<file path="src/rtl/core/ahdsr_pkg.sv">
// ----------------------------------------------------------------------------
// AHDSR envelope package
// Shared widths, register indexes, commands, stage codes and controller types.
// ----------------------------------------------------------------------------
package ahdsr_pkg;

  localparam int unsigned COUNT_BITS_DEF = 24;
  localparam int unsigned LEVEL_BITS_DEF = 16;
  localparam int unsigned CFG_IDX_BITS   = 3;
  localparam int unsigned CFG_DATA_BITS  = 24;

  localparam logic [CFG_IDX_BITS-1:0] REG_ATTACK  = 3'd0;
  localparam logic [CFG_IDX_BITS-1:0] REG_HOLD    = 3'd1;
  localparam logic [CFG_IDX_BITS-1:0] REG_DECAY   = 3'd2;
  localparam logic [CFG_IDX_BITS-1:0] REG_RELEASE = 3'd3;
  localparam logic [CFG_IDX_BITS-1:0] REG_SUSTAIN = 3'd4;
  localparam logic [CFG_IDX_BITS-1:0] REG_CURVE   = 3'd5;
  localparam logic [CFG_IDX_BITS-1:0] REG_LOOP    = 3'd6;
  localparam logic [CFG_IDX_BITS-1:0] REG_VSENS   = 3'd7;

  localparam logic [1:0] CMD_TICK     = 2'd0;
  localparam logic [1:0] CMD_NOTE_ON  = 2'd1;
  localparam logic [1:0] CMD_NOTE_OFF = 2'd2;

  localparam logic [1:0] CURVE_SQUARED = 2'd1;
  localparam logic [1:0] CURVE_SQRT    = 2'd2;

  typedef enum logic [2:0] {
    ENV_IDLE    = 3'd0,
    ENV_ATTACK  = 3'd1,
    ENV_HOLD    = 3'd2,
    ENV_DECAY   = 3'd3,
    ENV_SUSTAIN = 3'd4,
    ENV_RELEASE = 3'd5
  } env_stage_e;

  // Datapath operation steps issued by the controller.
  typedef struct packed {
    logic note_on;   // latch velocity, enter attack
    logic note_off;  // latch release start, enter release
    logic div_start; // start count*ONE/len divide
    logic div_step;  // one restoring divide step
    logic shape;     // form phase and start shaping
    logic sqrt_step; // one square-root step
    logic mix;       // form the level product
    logic finish;    // commit level and stage
  } ahdsr_cmd_t;

  typedef struct packed {
    logic div_done;
    logic sqrt_done;
  } ahdsr_status_t;

endpackage

</file>
<file path="src/rtl/core/ahdsr_ctrl.sv">
// ----------------------------------------------------------------------------
// AHDSR controller
// Sequences one transaction at a time; a tick runs through divide, shape, square-root, mix and finish steps.
// ----------------------------------------------------------------------------
module ahdsr_ctrl import ahdsr_pkg::*; (
  input  logic          clk_i,
  input  logic          rst_ni,
  input  logic          s_valid_i,
  input  logic [1:0]    s_cmd_i,
  output logic          s_ready_o,
  output logic          m_valid_o,
  input  logic          m_ready_i,
  output ahdsr_cmd_t    cmd_o,
  input  ahdsr_status_t status_i
);

  typedef enum logic [5:0] {
    S_IDLE  = 6'b000001,
    S_DIV   = 6'b000010,
    S_SHAPE = 6'b000100,
    S_SQRT  = 6'b001000,
    S_MIX   = 6'b010000,
    S_FIN   = 6'b100000
  } ctrl_state_e;

  ctrl_state_e state_q, state_d;
  logic        out_valid_q, out_valid_d;
  logic        accept;

  assign s_ready_o = (state_q == S_IDLE) && !out_valid_q;
  assign accept    = s_valid_i && s_ready_o;
  assign m_valid_o = out_valid_q;

  always_comb begin
    state_d     = state_q;
    out_valid_d = out_valid_q && !m_ready_i;
    cmd_o       = '0;
    unique case (state_q)
      S_IDLE: begin
        if (accept) begin
          priority if (s_cmd_i == CMD_NOTE_ON) begin
            cmd_o.note_on = 1'b1;
          end else if (s_cmd_i == CMD_NOTE_OFF) begin
            cmd_o.note_off = 1'b1;
          end else if (s_cmd_i == CMD_TICK) begin
            cmd_o.div_start = 1'b1;
            state_d = S_DIV;
          end else begin
          end
        end
      end
      S_DIV: begin
        cmd_o.div_step = 1'b1;
        if (status_i.div_done) state_d = S_SHAPE;
      end
      S_SHAPE: begin
        cmd_o.shape = 1'b1;
        state_d = S_SQRT;
      end
      S_SQRT: begin
        cmd_o.sqrt_step = 1'b1;
        if (status_i.sqrt_done) state_d = S_MIX;
      end
      S_MIX: begin
        cmd_o.mix = 1'b1;
        state_d = S_FIN;
      end
      S_FIN: begin
        cmd_o.finish = 1'b1;
        out_valid_d = 1'b1;
        state_d = S_IDLE;
      end
      default: state_d = S_IDLE;
    endcase
  end

  always_ff @(posedge clk_i or negedge rst_ni) begin
    if (!rst_ni) begin
      state_q     <= S_IDLE;
      out_valid_q <= 1'b0;
    end else begin
      state_q     <= state_d;
      out_valid_q <= out_valid_d;
    end
  end

endmodule

</file>
<file path="src/rtl/core/ahdsr_dp.sv">
// ----------------------------------------------------------------------------
// AHDSR datapath
// Envelope state, serial divider, serial square root and level arithmetic.
// ----------------------------------------------------------------------------
module ahdsr_dp import ahdsr_pkg::*; #(
  parameter int unsigned COUNT_BITS = COUNT_BITS_DEF,
  parameter int unsigned LEVEL_BITS = LEVEL_BITS_DEF
) (
  input  logic                  clk_i,
  input  logic                  rst_ni,
  input  ahdsr_cmd_t            cmd_i,
  output ahdsr_status_t         status_o,
  input  logic [LEVEL_BITS-1:0] note_velocity_i,
  input  logic [COUNT_BITS-1:0] attack_i,
  input  logic [COUNT_BITS-1:0] hold_i,
  input  logic [COUNT_BITS-1:0] decay_i,
  input  logic [COUNT_BITS-1:0] release_i,
  input  logic [LEVEL_BITS-1:0] sustain_i,
  input  logic [1:0]            curve_i,
  input  logic                  loop_i,
  input  logic [LEVEL_BITS-1:0] vsens_i,
  output logic [LEVEL_BITS-1:0] level_o,
  output logic                  active_o
);

  localparam int unsigned LB  = LEVEL_BITS;
  localparam int unsigned CB  = COUNT_BITS;
  localparam int unsigned FB  = LB - 1;
  localparam int unsigned NB  = CB + FB;
  localparam int unsigned SB  = 2 * LB;
  localparam int unsigned NBW = $clog2(NB + 1);
  localparam int unsigned SIW = $clog2(LB + 1);
  localparam logic [LB-1:0] ONE = LB'(1) << FB;

  env_stage_e     stage_q, stage_d;
  logic [CB-1:0]  count_q, count_d;
  logic [LB-1:0]  vel_q, level_q, rstart_q, level_d;
  logic           active_q;

  // divider
  logic [NB-1:0]  quo_q;
  logic [CB:0]    rem_q;
  logic [NBW-1:0] dcnt_q;
  logic [CB-1:0]  len;
  logic [CB+1:0]  rtrial;
  // shaping
  logic [LB-1:0]  p_q, shp_q;
  logic [SB-1:0]  sx_q;
  logic [SB-1:0]  sr_q;
  logic [SIW-1:0] scnt_q;
  logic [SB+1:0]  strial;
  logic [SB-1:0]  prod_q;
  logic [LB-1:0]  st_q;

  logic [LB-1:0]  sus_sat, sens_sat, nv_sat, frac, p_n;
  logic [SB-1:0]  sprod, ev_prod;
  logic [LB:0]    ev_sum;
  logic [LB-1:0]  ev_new;

  assign sus_sat  = (sustain_i > ONE) ? ONE : sustain_i;
  assign sens_sat = (vsens_i > ONE) ? ONE : vsens_i;
  assign nv_sat   = (note_velocity_i > ONE) ? ONE : note_velocity_i;
  assign ev_prod  = SB'(sens_sat) * SB'(nv_sat);
  assign ev_sum   = (LB+1)'(ONE) - (LB+1)'(sens_sat) + (LB+1)'(ev_prod >> FB);
  assign ev_new   = ev_sum[LB-1:0];

  always_comb begin
    unique case (stage_q)
      ENV_ATTACK: len = attack_i;
      ENV_DECAY:  len = decay_i;
      default:    len = release_i;
    endcase
  end

  assign rtrial = {rem_q, quo_q[NB-1]} - {2'b0, len};
  assign status_o.div_done  = (dcnt_q == NBW'(1)) || (len == '0);
  assign status_o.sqrt_done = (scnt_q == SIW'(1));
  assign frac = (quo_q > NB'(ONE)) ? ONE : quo_q[LB-1:0];
  assign strial = {sr_q, sx_q[SB-1:SB-2]} - {{(SB-LB){1'b0}}, shp_q, 2'b01};

  always_comb begin
    unique case (stage_q)
      ENV_ATTACK: p_n = (len == '0) ? ONE : frac;
      default:    p_n = (len == '0) ? '0 : ONE - frac;
    endcase
  end

  assign sprod = SB'(sus_sat) * SB'(vel_q);

  function automatic logic [LB-1:0] curve_v();
    if (curve_i == CURVE_SQUARED) return LB'(prod_q >> FB);
    if (curve_i == CURVE_SQRT) return shp_q;
    return p_q;
  endfunction

  always_ff @(posedge clk_i) begin
    if (cmd_i.div_start) begin
      quo_q  <= NB'(count_q) << FB;
      rem_q  <= '0;
      dcnt_q <= NBW'(NB);
      st_q   <= LB'(sprod >> FB);
    end else if (cmd_i.div_step) begin
      dcnt_q <= dcnt_q - NBW'(1);
      if (!rtrial[CB+1]) begin
        rem_q <= rtrial[CB:0];
        quo_q <= {quo_q[NB-2:0], 1'b1};
      end else begin
        rem_q <= {rem_q[CB-1:0], quo_q[NB-1]};
        quo_q <= {quo_q[NB-2:0], 1'b0};
      end
    end
    if (cmd_i.shape) begin
      p_q    <= p_n;
      prod_q <= SB'(p_n) * SB'(p_n);
      sx_q   <= SB'(p_n) << FB;
      sr_q   <= '0;
      shp_q  <= '0;
      scnt_q <= SIW'(LB);
    end else if (cmd_i.sqrt_step) begin
      scnt_q <= scnt_q - SIW'(1);
      sx_q   <= sx_q << 2;
      if (!strial[SB+1]) begin
        sr_q  <= strial[SB-1:0];
        shp_q <= {shp_q[LB-2:0], 1'b1};
      end else begin
        sr_q  <= {sr_q[SB-3:0], sx_q[SB-1:SB-2]};
        shp_q <= {shp_q[LB-2:0], 1'b0};
      end
    end else if (cmd_i.mix) begin
      unique case (stage_q)
        ENV_ATTACK:  prod_q <= SB'(curve_v()) * SB'(vel_q);
        ENV_DECAY:   prod_q <= SB'(vel_q - st_q) * SB'(curve_v());
        default:     prod_q <= SB'(rstart_q) * SB'(curve_v());
      endcase
    end
  end

  always_comb begin
    stage_d = stage_q;
    count_d = count_q;
    level_d = level_q;
    unique case (stage_q)
      ENV_ATTACK: begin
        level_d = LB'(prod_q >> FB);
        count_d = count_q + CB'(1);
        if (count_d >= attack_i) begin
          level_d = vel_q;
          stage_d = (hold_i != '0) ? ENV_HOLD : ENV_DECAY;
          count_d = '0;
        end
      end
      ENV_HOLD: begin
        level_d = vel_q;
        count_d = count_q + CB'(1);
        if (count_d >= hold_i) begin
          stage_d = ENV_DECAY;
          count_d = '0;
        end
      end
      ENV_DECAY: begin
        level_d = st_q + LB'(prod_q >> FB);
        count_d = count_q + CB'(1);
        if (count_d >= decay_i) begin
          level_d = st_q;
          stage_d = ENV_SUSTAIN;
          count_d = '0;
        end
      end
      ENV_SUSTAIN: level_d = st_q;
      ENV_RELEASE: begin
        level_d = LB'(prod_q >> FB);
        count_d = count_q + CB'(1);
        if (count_d >= release_i) begin
          if (loop_i) begin
            stage_d = ENV_ATTACK;
            count_d = '0;
          end else begin
            level_d = '0;
            stage_d = ENV_IDLE;
          end
        end
      end
      default: stage_d = ENV_IDLE;
    endcase
  end

  always_ff @(posedge clk_i or negedge rst_ni) begin
    if (!rst_ni) begin
      stage_q  <= ENV_IDLE;
      count_q  <= '0;
      vel_q    <= '0;
      level_q  <= '0;
      rstart_q <= '0;
      active_q <= 1'b0;
    end else if (cmd_i.note_on) begin
      vel_q   <= ev_new;
      stage_q <= ENV_ATTACK;
      count_q <= '0;
    end else if (cmd_i.note_off) begin
      if (stage_q != ENV_IDLE) begin
        rstart_q <= level_q;
        stage_q  <= ENV_RELEASE;
        count_q  <= '0;
      end
    end else if (cmd_i.finish) begin
      stage_q  <= stage_d;
      count_q  <= count_d;
      level_q  <= level_d;
      active_q <= (stage_d != ENV_IDLE);
    end
  end

  assign level_o  = active_q ? level_q : '0;
  assign active_o = active_q;

endmodule

</file>
<file path="src/rtl/core/ahdsr_envelope_generator.sv">
// ----------------------------------------------------------------------------
// AHDSR envelope generator
// Attack, hold, decay, sustain and release envelope with shaped curves.
// ----------------------------------------------------------------------------
// Channel  Direction  Payload
// s_axis   in         tdata: cmd[1:0], note_velocity[17:2]
// m_axis   out        tdata: level[15:0], active[16]
// cfg      in         cfg_we_i, cfg_idx_i, cfg_data_i
// A note-on, note-off or unused command gives no result.
// A sample tick runs the serial phase divider (COUNT_BITS+LEVEL_BITS-1 steps,
// one step when the stage length is zero) and then the serial square-root
// unit (LEVEL_BITS steps) before its result is valid.
// A new transaction is taken once the previous result has been delivered.
// After reset the envelope is idle and the registers hold their defaults.
// ----------------------------------------------------------------------------
module ahdsr_envelope_generator import ahdsr_pkg::*; #(
  parameter int unsigned COUNT_BITS = COUNT_BITS_DEF,
  parameter int unsigned LEVEL_BITS = LEVEL_BITS_DEF
) (
  input  logic                                 clk_i,
  input  logic                                 rst_ni,
  input  logic                                 s_axis_tvalid,
  output logic                                 s_axis_tready,
  input  logic [((LEVEL_BITS+9)/8)*8-1:0]      s_axis_tdata,   // cmd, note_velocity
  output logic                                 m_axis_tvalid,
  input  logic                                 m_axis_tready,
  output logic [((LEVEL_BITS+8)/8)*8-1:0]      m_axis_tdata,   // level, active
  input  logic                                 cfg_we_i,
  input  logic [CFG_IDX_BITS-1:0]              cfg_idx_i,
  input  logic [CFG_DATA_BITS-1:0]             cfg_data_i
);

  localparam int unsigned OUT_W = ((LEVEL_BITS + 8) / 8) * 8;

  logic [COUNT_BITS-1:0] attack_q, hold_q, decay_q, release_q;
  logic [LEVEL_BITS-1:0] sustain_q, vsens_q, level;
  logic [1:0]            curve_q;
  logic                  loop_q, active;
  ahdsr_cmd_t            cmd;
  ahdsr_status_t         status;

  always_ff @(posedge clk_i or negedge rst_ni) begin
    if (!rst_ni) begin
      attack_q  <= '0;
      hold_q    <= '0;
      decay_q   <= '0;
      release_q <= '0;
      sustain_q <= LEVEL_BITS'(1) << (LEVEL_BITS - 1);
      curve_q   <= '0;
      loop_q    <= 1'b0;
      vsens_q   <= '0;
    end else if (cfg_we_i) begin
      unique case (cfg_idx_i)
        REG_ATTACK:  attack_q  <= COUNT_BITS'(cfg_data_i);
        REG_HOLD:    hold_q    <= COUNT_BITS'(cfg_data_i);
        REG_DECAY:   decay_q   <= COUNT_BITS'(cfg_data_i);
        REG_RELEASE: release_q <= COUNT_BITS'(cfg_data_i);
        REG_SUSTAIN: sustain_q <= LEVEL_BITS'(cfg_data_i[15:0]);
        REG_CURVE:   curve_q   <= cfg_data_i[1:0];
        REG_LOOP:    loop_q    <= cfg_data_i[0];
        REG_VSENS:   vsens_q   <= LEVEL_BITS'(cfg_data_i[15:0]);
        default: ;
      endcase
    end
  end

  ahdsr_ctrl u_ctrl (
    .clk_i     (clk_i),
    .rst_ni    (rst_ni),
    .s_valid_i (s_axis_tvalid),
    .s_cmd_i   (s_axis_tdata[1:0]),
    .s_ready_o (s_axis_tready),
    .m_valid_o (m_axis_tvalid),
    .m_ready_i (m_axis_tready),
    .cmd_o     (cmd),
    .status_i  (status)
  );

  ahdsr_dp #(
    .COUNT_BITS (COUNT_BITS),
    .LEVEL_BITS (LEVEL_BITS)
  ) u_dp (
    .clk_i           (clk_i),
    .rst_ni          (rst_ni),
    .cmd_i           (cmd),
    .status_o        (status),
    .note_velocity_i (s_axis_tdata[LEVEL_BITS+1:2]),
    .attack_i        (attack_q),
    .hold_i          (hold_q),
    .decay_i         (decay_q),
    .release_i       (release_q),
    .sustain_i       (sustain_q),
    .curve_i         (curve_q),
    .loop_i          (loop_q),
    .vsens_i         (vsens_q),
    .level_o         (level),
    .active_o        (active)
  );

  assign m_axis_tdata = OUT_W'({active, level});

endmodule

</file>
<file path="config.mk">
export PLATFORM = sky130hd
export DESIGN_NAME = ahdsr_envelope_generator
export DESIGN_NICKNAME = d
export VERILOG_FILES = /design/src/rtl/core/ahdsr_pkg.sv /design/src/rtl/core/ahdsr_ctrl.sv /design/src/rtl/core/ahdsr_dp.sv /design/src/rtl/core/ahdsr_envelope_generator.sv
export SDC_FILE = /design/constraint.sdc
export NUM_CORES = 2
export LEC_CHECK = 0
export BUFFER_PORTS_ARGS = -buffer_cell sky130_fd_sc_hd__clkbuf_2
export CORE_MARGIN = 2
export CORE_UTILIZATION = 55
export DETAILED_ROUTE_END_ITERATION = 10
export PLACE_DENSITY_LB_ADDON = 0.2
export SLEW_MARGIN = 20
export SYNTH_ARGS = -nofsm -noshare
export SYNTH_HDL_FRONTEND = slang
export SYNTH_HIERARCHICAL = 1
export SYNTH_SLANG_ARGS = --single-unit
</file>
<file path="constraint.sdc">
create_clock -name clk_i -period 20 [get_ports clk_i]
set_clock_uncertainty 0.1 [all_clocks]
set_input_delay 4 -clock clk_i [delete_from_list [all_inputs] [get_ports clk_i]]
set_output_delay 4 -clock clk_i [all_outputs]
set_load 0.005 [all_outputs]
</file>
**Word level (Yosys, flattened, before mapping)**

Index checks and enable logic that the tools add are counted.

- Add/subtract/negate cells: 10
- Multipliers: 6
- Order comparisons: 8
- Equality and inequality tests: 32
- Mux-type cells: 116
- Bitwise gates (word level): 2
- Reduce and logical (&&, ||, !) cells: 34

Operators with widths:

| kind | count |
|---|---|
| $mux W16 | 32 |
| $mux W24 | 9 |
| $mul A16 B16 Y31 | 5 |
| $mux W31 | 5 |
| $ge A24 B24 Y1 | 4 |
| $pmux W24 S4 | 1 |
| $pmux W16 S5 | 1 |
| $mux W39 | 2 |
| $pmux W31 S2 | 1 |
| $gt A16 B16 Y1 const B | 3 |
| $pmux W24 S2 | 1 |
| $mux W1 | 43 |
| $gt A39 B16 Y1 const B | 1 |
| $mux W6 | 6 |
| $sub A34 B18 Y34 | 1 |
| $add A16 B16 Y16 | 2 |
| $mul A32 B16 Y31 | 1 |
| $mux W32 | 1 |
| $sub A16 B16 Y16 const A | 2 |
| $mux W3 | 10 |
| $pmux W6 S5 | 1 |
| $sub A26 B24 Y26 | 1 |
| $mux W25 | 1 |
| $add A24 B1 Y24 const B | 1 |
| other kinds (37) | 73 |

- Register bits: 417
- Input port bits: 56
- Output and inout bits: 26
- Logic and storage cells: 236

**Depth between registers and ports, before layout**

- Word-level depth: 22
- Gate-level depth with buffers: 40
- Mapped depth without buffers: 39

**Hierarchy**

The synthesis kept the hierarchy.

Modules (own cells, without submodules):

| module | instances | cells each | area each (um^2) |
|---|---|---|---|
| ahdsr_dp | 1 | 7736 | 67368.4 |
| ahdsr_envelope_generator | 1 | 296 | 5064.9 |
| ahdsr_ctrl | 1 | 44 | 457.9 |

**Worst setup path after synthesis**

Ideal clock, no wire load.

- Path type: in2reg
- Start: in s_axis_tdata[17]
- End: reg u_dp.vel_q[15]
- Data arrival time: 12.060 ns
- Required time: 19.762 ns
- Path slack: 7.701 ns
- Stages on the path: 35
- Path buffers: 3
- Cell sequence: buf_2 > clkbuf_1 > nor2b_1 > clkbuf_1 > nand2_1 > fa_1 > inv_1 > fa_1 > inv_1 > fa_1 > fa_1 > inv_1 > fa_1 > fa_1 > ha_1 > a21o_1 > a21o_1 > a21oi_1 > nand2_1 > a211oi_1 > nor2_1 > ha_1 > ha_1 > fa_1 > a21o_1 > a21oi_1 > o21bai_1 > a21oi_1 > o21bai_1 > a211oi_1 > o21ai_0 > a2111o_1 > o211ai_1 > xnor2_1 > a21oi_1

- Longest elaborated chain between the ends: 4

RTL lines:

| what | RTL line | text |
|---|---|---|
| start: declaration | ahdsr_envelope_generator.sv:24 | `input logic [((LEVEL_BITS+9)/8)*8-1:0] s_axis_tdata,` |
| $gt A16 B16 Y1 | ahdsr_dp.sv:62 | `assign nv_sat = (note_velocity_i > ONE) ? ONE : note_velocity_i;` |
| $mux W16 * | ahdsr_dp.sv:62 |  |
| $mul A16 B16 Y31 * | ahdsr_dp.sv:63 | `assign ev_prod = SB'(sens_sat) * SB'(nv_sat);` |
| $add A16 B16 Y16 * | ahdsr_dp.sv:64 | `assign ev_sum = (LB+1)'(ONE) - (LB+1)'(sens_sat) + (LB+1)'(ev_prod >> FB);` |
| end signal: assignment | ahdsr_dp.sv:196 | `vel_q <= ev_new;` |
| end: declaration | ahdsr_dp.sv:37 | `logic [LB-1:0] vel_q, level_q, rstart_q, level_d;` |

Mark *: on every way between the ends. The rest lies on a longest branch, timed or not.
A chain may end at the register's enable or synchronous reset.

**Final worst setup path**

Ends and elaborated chain as after synthesis.

==> results.txt <==
outcome = complete, no violations
Longest Clk Path Bufs = 3
first-pass GRT wire length = 312000 um
design area = 76800 um^2
layout cells sized above 1 = 0.0690
antenna violations before repair = 1
top post-synthesis cells by area = fa_1 (33%), ha_1 (13%), inv_1 (8.4%)
max-cap violations = 0
synth cell count leaders = inv_1 (1623), fa_1 (1191), nand2_1 (1165)
antenna viol nets, final = 0
GPL Wtd Cong = 0.944
pin count of the biggest net entering global routing = 83
Mapped Area = 72900 um^2
crit path DAT = 13.32 ns
Sink Count = 402
final setup fails = 0
Hold Crit Class = register to register
DRC viols = 0
global route overflow = 0
most used cell along the critical path = fa_1
Area Growth Syn to Fin = 5.32%
clock-pin slew on the worst setup and hold paths = 0.06 ns
Core Area = 131000 um^2
CP Capture Type = register
Core Util, Final = 0.584
Warnings, synthesis = 6
detailed placement HPWL = 145000 um
DRT Pass-1 Iters = 6
die area = 135000 um^2
slowest CP cell = and2_0
WL/cell = 19.4 um
Peak Freq = 77.3 MHz
Die H = 368 um
library cells used by synthesis = 108
# rows = 133
post-synth top area cell = fa_1
cells after synthesis = 8076
Seq/Total Area, Yosys = 0.137
vias per cell = 5.59
Area after DPL = 75000 um^2
Port Buf Inserts = 68
clock root buffer = clkbuf_16
ys async rst share = 0.532
CTS tree = built
htree depth = 2
fin nets = 9959
worst endpoint required time = 20.39 ns
chip width = 368 um
most common flop cell mapped by yosys = dfrtp_1
final hold violations = 0
share of Yosys cell area claimed by the top area cell type = 0.327
Clk Latency, worst-skew pair = 0.63 ns
Syn Area/Cell = 9.03 um^2
Max Transition Viols Final = 0
vias in the first global route = 58.3k
EDFF count, synth = 88
Vias = 54.5k
RSZ-0062 raised after global routing = false
Initial DRC Count = 3486
crit path max fanout = 38
CTS buffer count = 49
Total Neg Setup Slack = 0 ns
Post-Place Cells = 9654
Ant. Diodes = 0
number of setup buffers added after CTS = 0
initial core utilization = 0.554
Critical Path Source Type = primary input
drt total wl = 189000 um
fin crit share = 0.647
GRT Util Overall = 0.289
Ports = 82
number of synthesized register bits = 402
hold_buf cts = 0
WS Path Type = primary input to register
Max-slew headroom = 0.259
Tmin final = 12.93 ns
fin cells = 9746
post-CTS sizing = 0
fillers = 11.8k
Worst path max stage delay = 0.73 ns
top-count cell post-synth = inv_1
Worst Max-Slew Pin Slew = 1.11 ns
-- per-stage QoR --
step                      hold slack, ns  setup slack (ns)
final                              0.382              7.07
after global routing               0.413              6.32
after global placement             0.370              6.38
after floorplan                    0.346              7.70
after CTS                          0.384              6.83
after detailed placement           0.376              6.18
-- registers in the layout, summed over array words and instances, names as in the netlist, 17 cells and up --
signal and flops:
u_dp/sx_q 17, attack_q 24, u_dp/quo_q 39, u_dp/rem_q 25, u_dp/sr_q 32, u_dp/count_q 24
decay_q 24, hold_q 24, release_q 24
-- metal layers --
layer	vias to the layer above	GRT usage	share of wire
met5	-	0	0
met4	0	0.0875	0.034
met3	318	0.0380	0.066
met2	1634	0.483	0.47
met1	27700	0.393	0.43
li1	24800	-	-
-- cells in the final DEF (no fill, tap or decap), drive strengths merged, types with 18 or more instances in the layout --
cell type	count
a211oi	66
a21o	89
a21oi	205
a311oi	18
a31oi	20
and2	385
and3	44
buf	115
clkbuf	132
clkinv	20
conb	18
dfrtp	212
dfxtp	100
edfxtp	88
fa	1191
ha	762
inv	1628
mux2	204
mux2i	114
nand2	1165
nand2b	57
nand3	56
nand4	29
nor2	359
nor2b	91
nor3	61
nor4	34
o211ai	37
o21a	39
o21ai	164
o21bai	21
o22ai	18
xnor2	184
xor2	64
-- layout make-up --
type,instances,area [um^2],area share
Multi-Input combinational cell,5687,55500,0.723
Sequential cell,402,10000,0.130
Inverter,1628,6110,0.0796
Tap cell,1755,2200,0.0286
Clock buffer,65,1370,0.0178
Timing Repair Buffer,182,1210,0.0157
Clock inverter,27,344,0.00448
-- kinds of logic (layout without fill, tap and decap cells) --
kind of cell | Yosys count | count (layout) | synth area share
other | 3 | 18 | 0.000154
muxes | 318 | 318 | 0.0472
xor gates and xnor gates | 248 | 248 | 0.0299
AOI/OAI and AO/OA | 796 | 796 | 0.0721
DFF | 402 | 402 | 0.137
and+or+nand+nor | 2354 | 2354 | 0.151
buffers and inverters | 2002 | 1902 | 0.105
adders and majority gates | 1953 | 1953 | 0.458
-- path summary, 6_finish.rpt --
kind	start	end	slack, ns	depth (start not counted)
max in group asynchronous	rst_ni	vsens_q[5]	14.11	3
min in group asynchronous	rst_ni	u_ctrl/state_q[3]	3.31	1
worst min-delay path	u_dp/sr_q[1]	u_dp/sr_q[1]	0.38	2
worst max register to register	u_dp/stage_q[0]	u_dp/prod_q[22]	8.45	29
worst max-delay path	s_axis_tdata[17]	u_dp/vel_q[15]	7.07	33
worst min register to register	u_dp/sr_q[1]	u_dp/sr_q[1]	0.38	2
-- critical path, delay by kind of cell --
kind / cells / cell delay (ns)
AND/OR/NAND/NOR: 5 / 1.56
buffers and inverters: 4 / 0.59
XOR/XNOR: 1 / 0.15
AO/OA/AOI/OAI: 13 / 2.83
adder cells (fa/ha/maj): 10 / 4.17
Power is left out: the tool's default activity adds up to more than one toggle a clock period on the data nets, which glitch-free logic cannot reach.
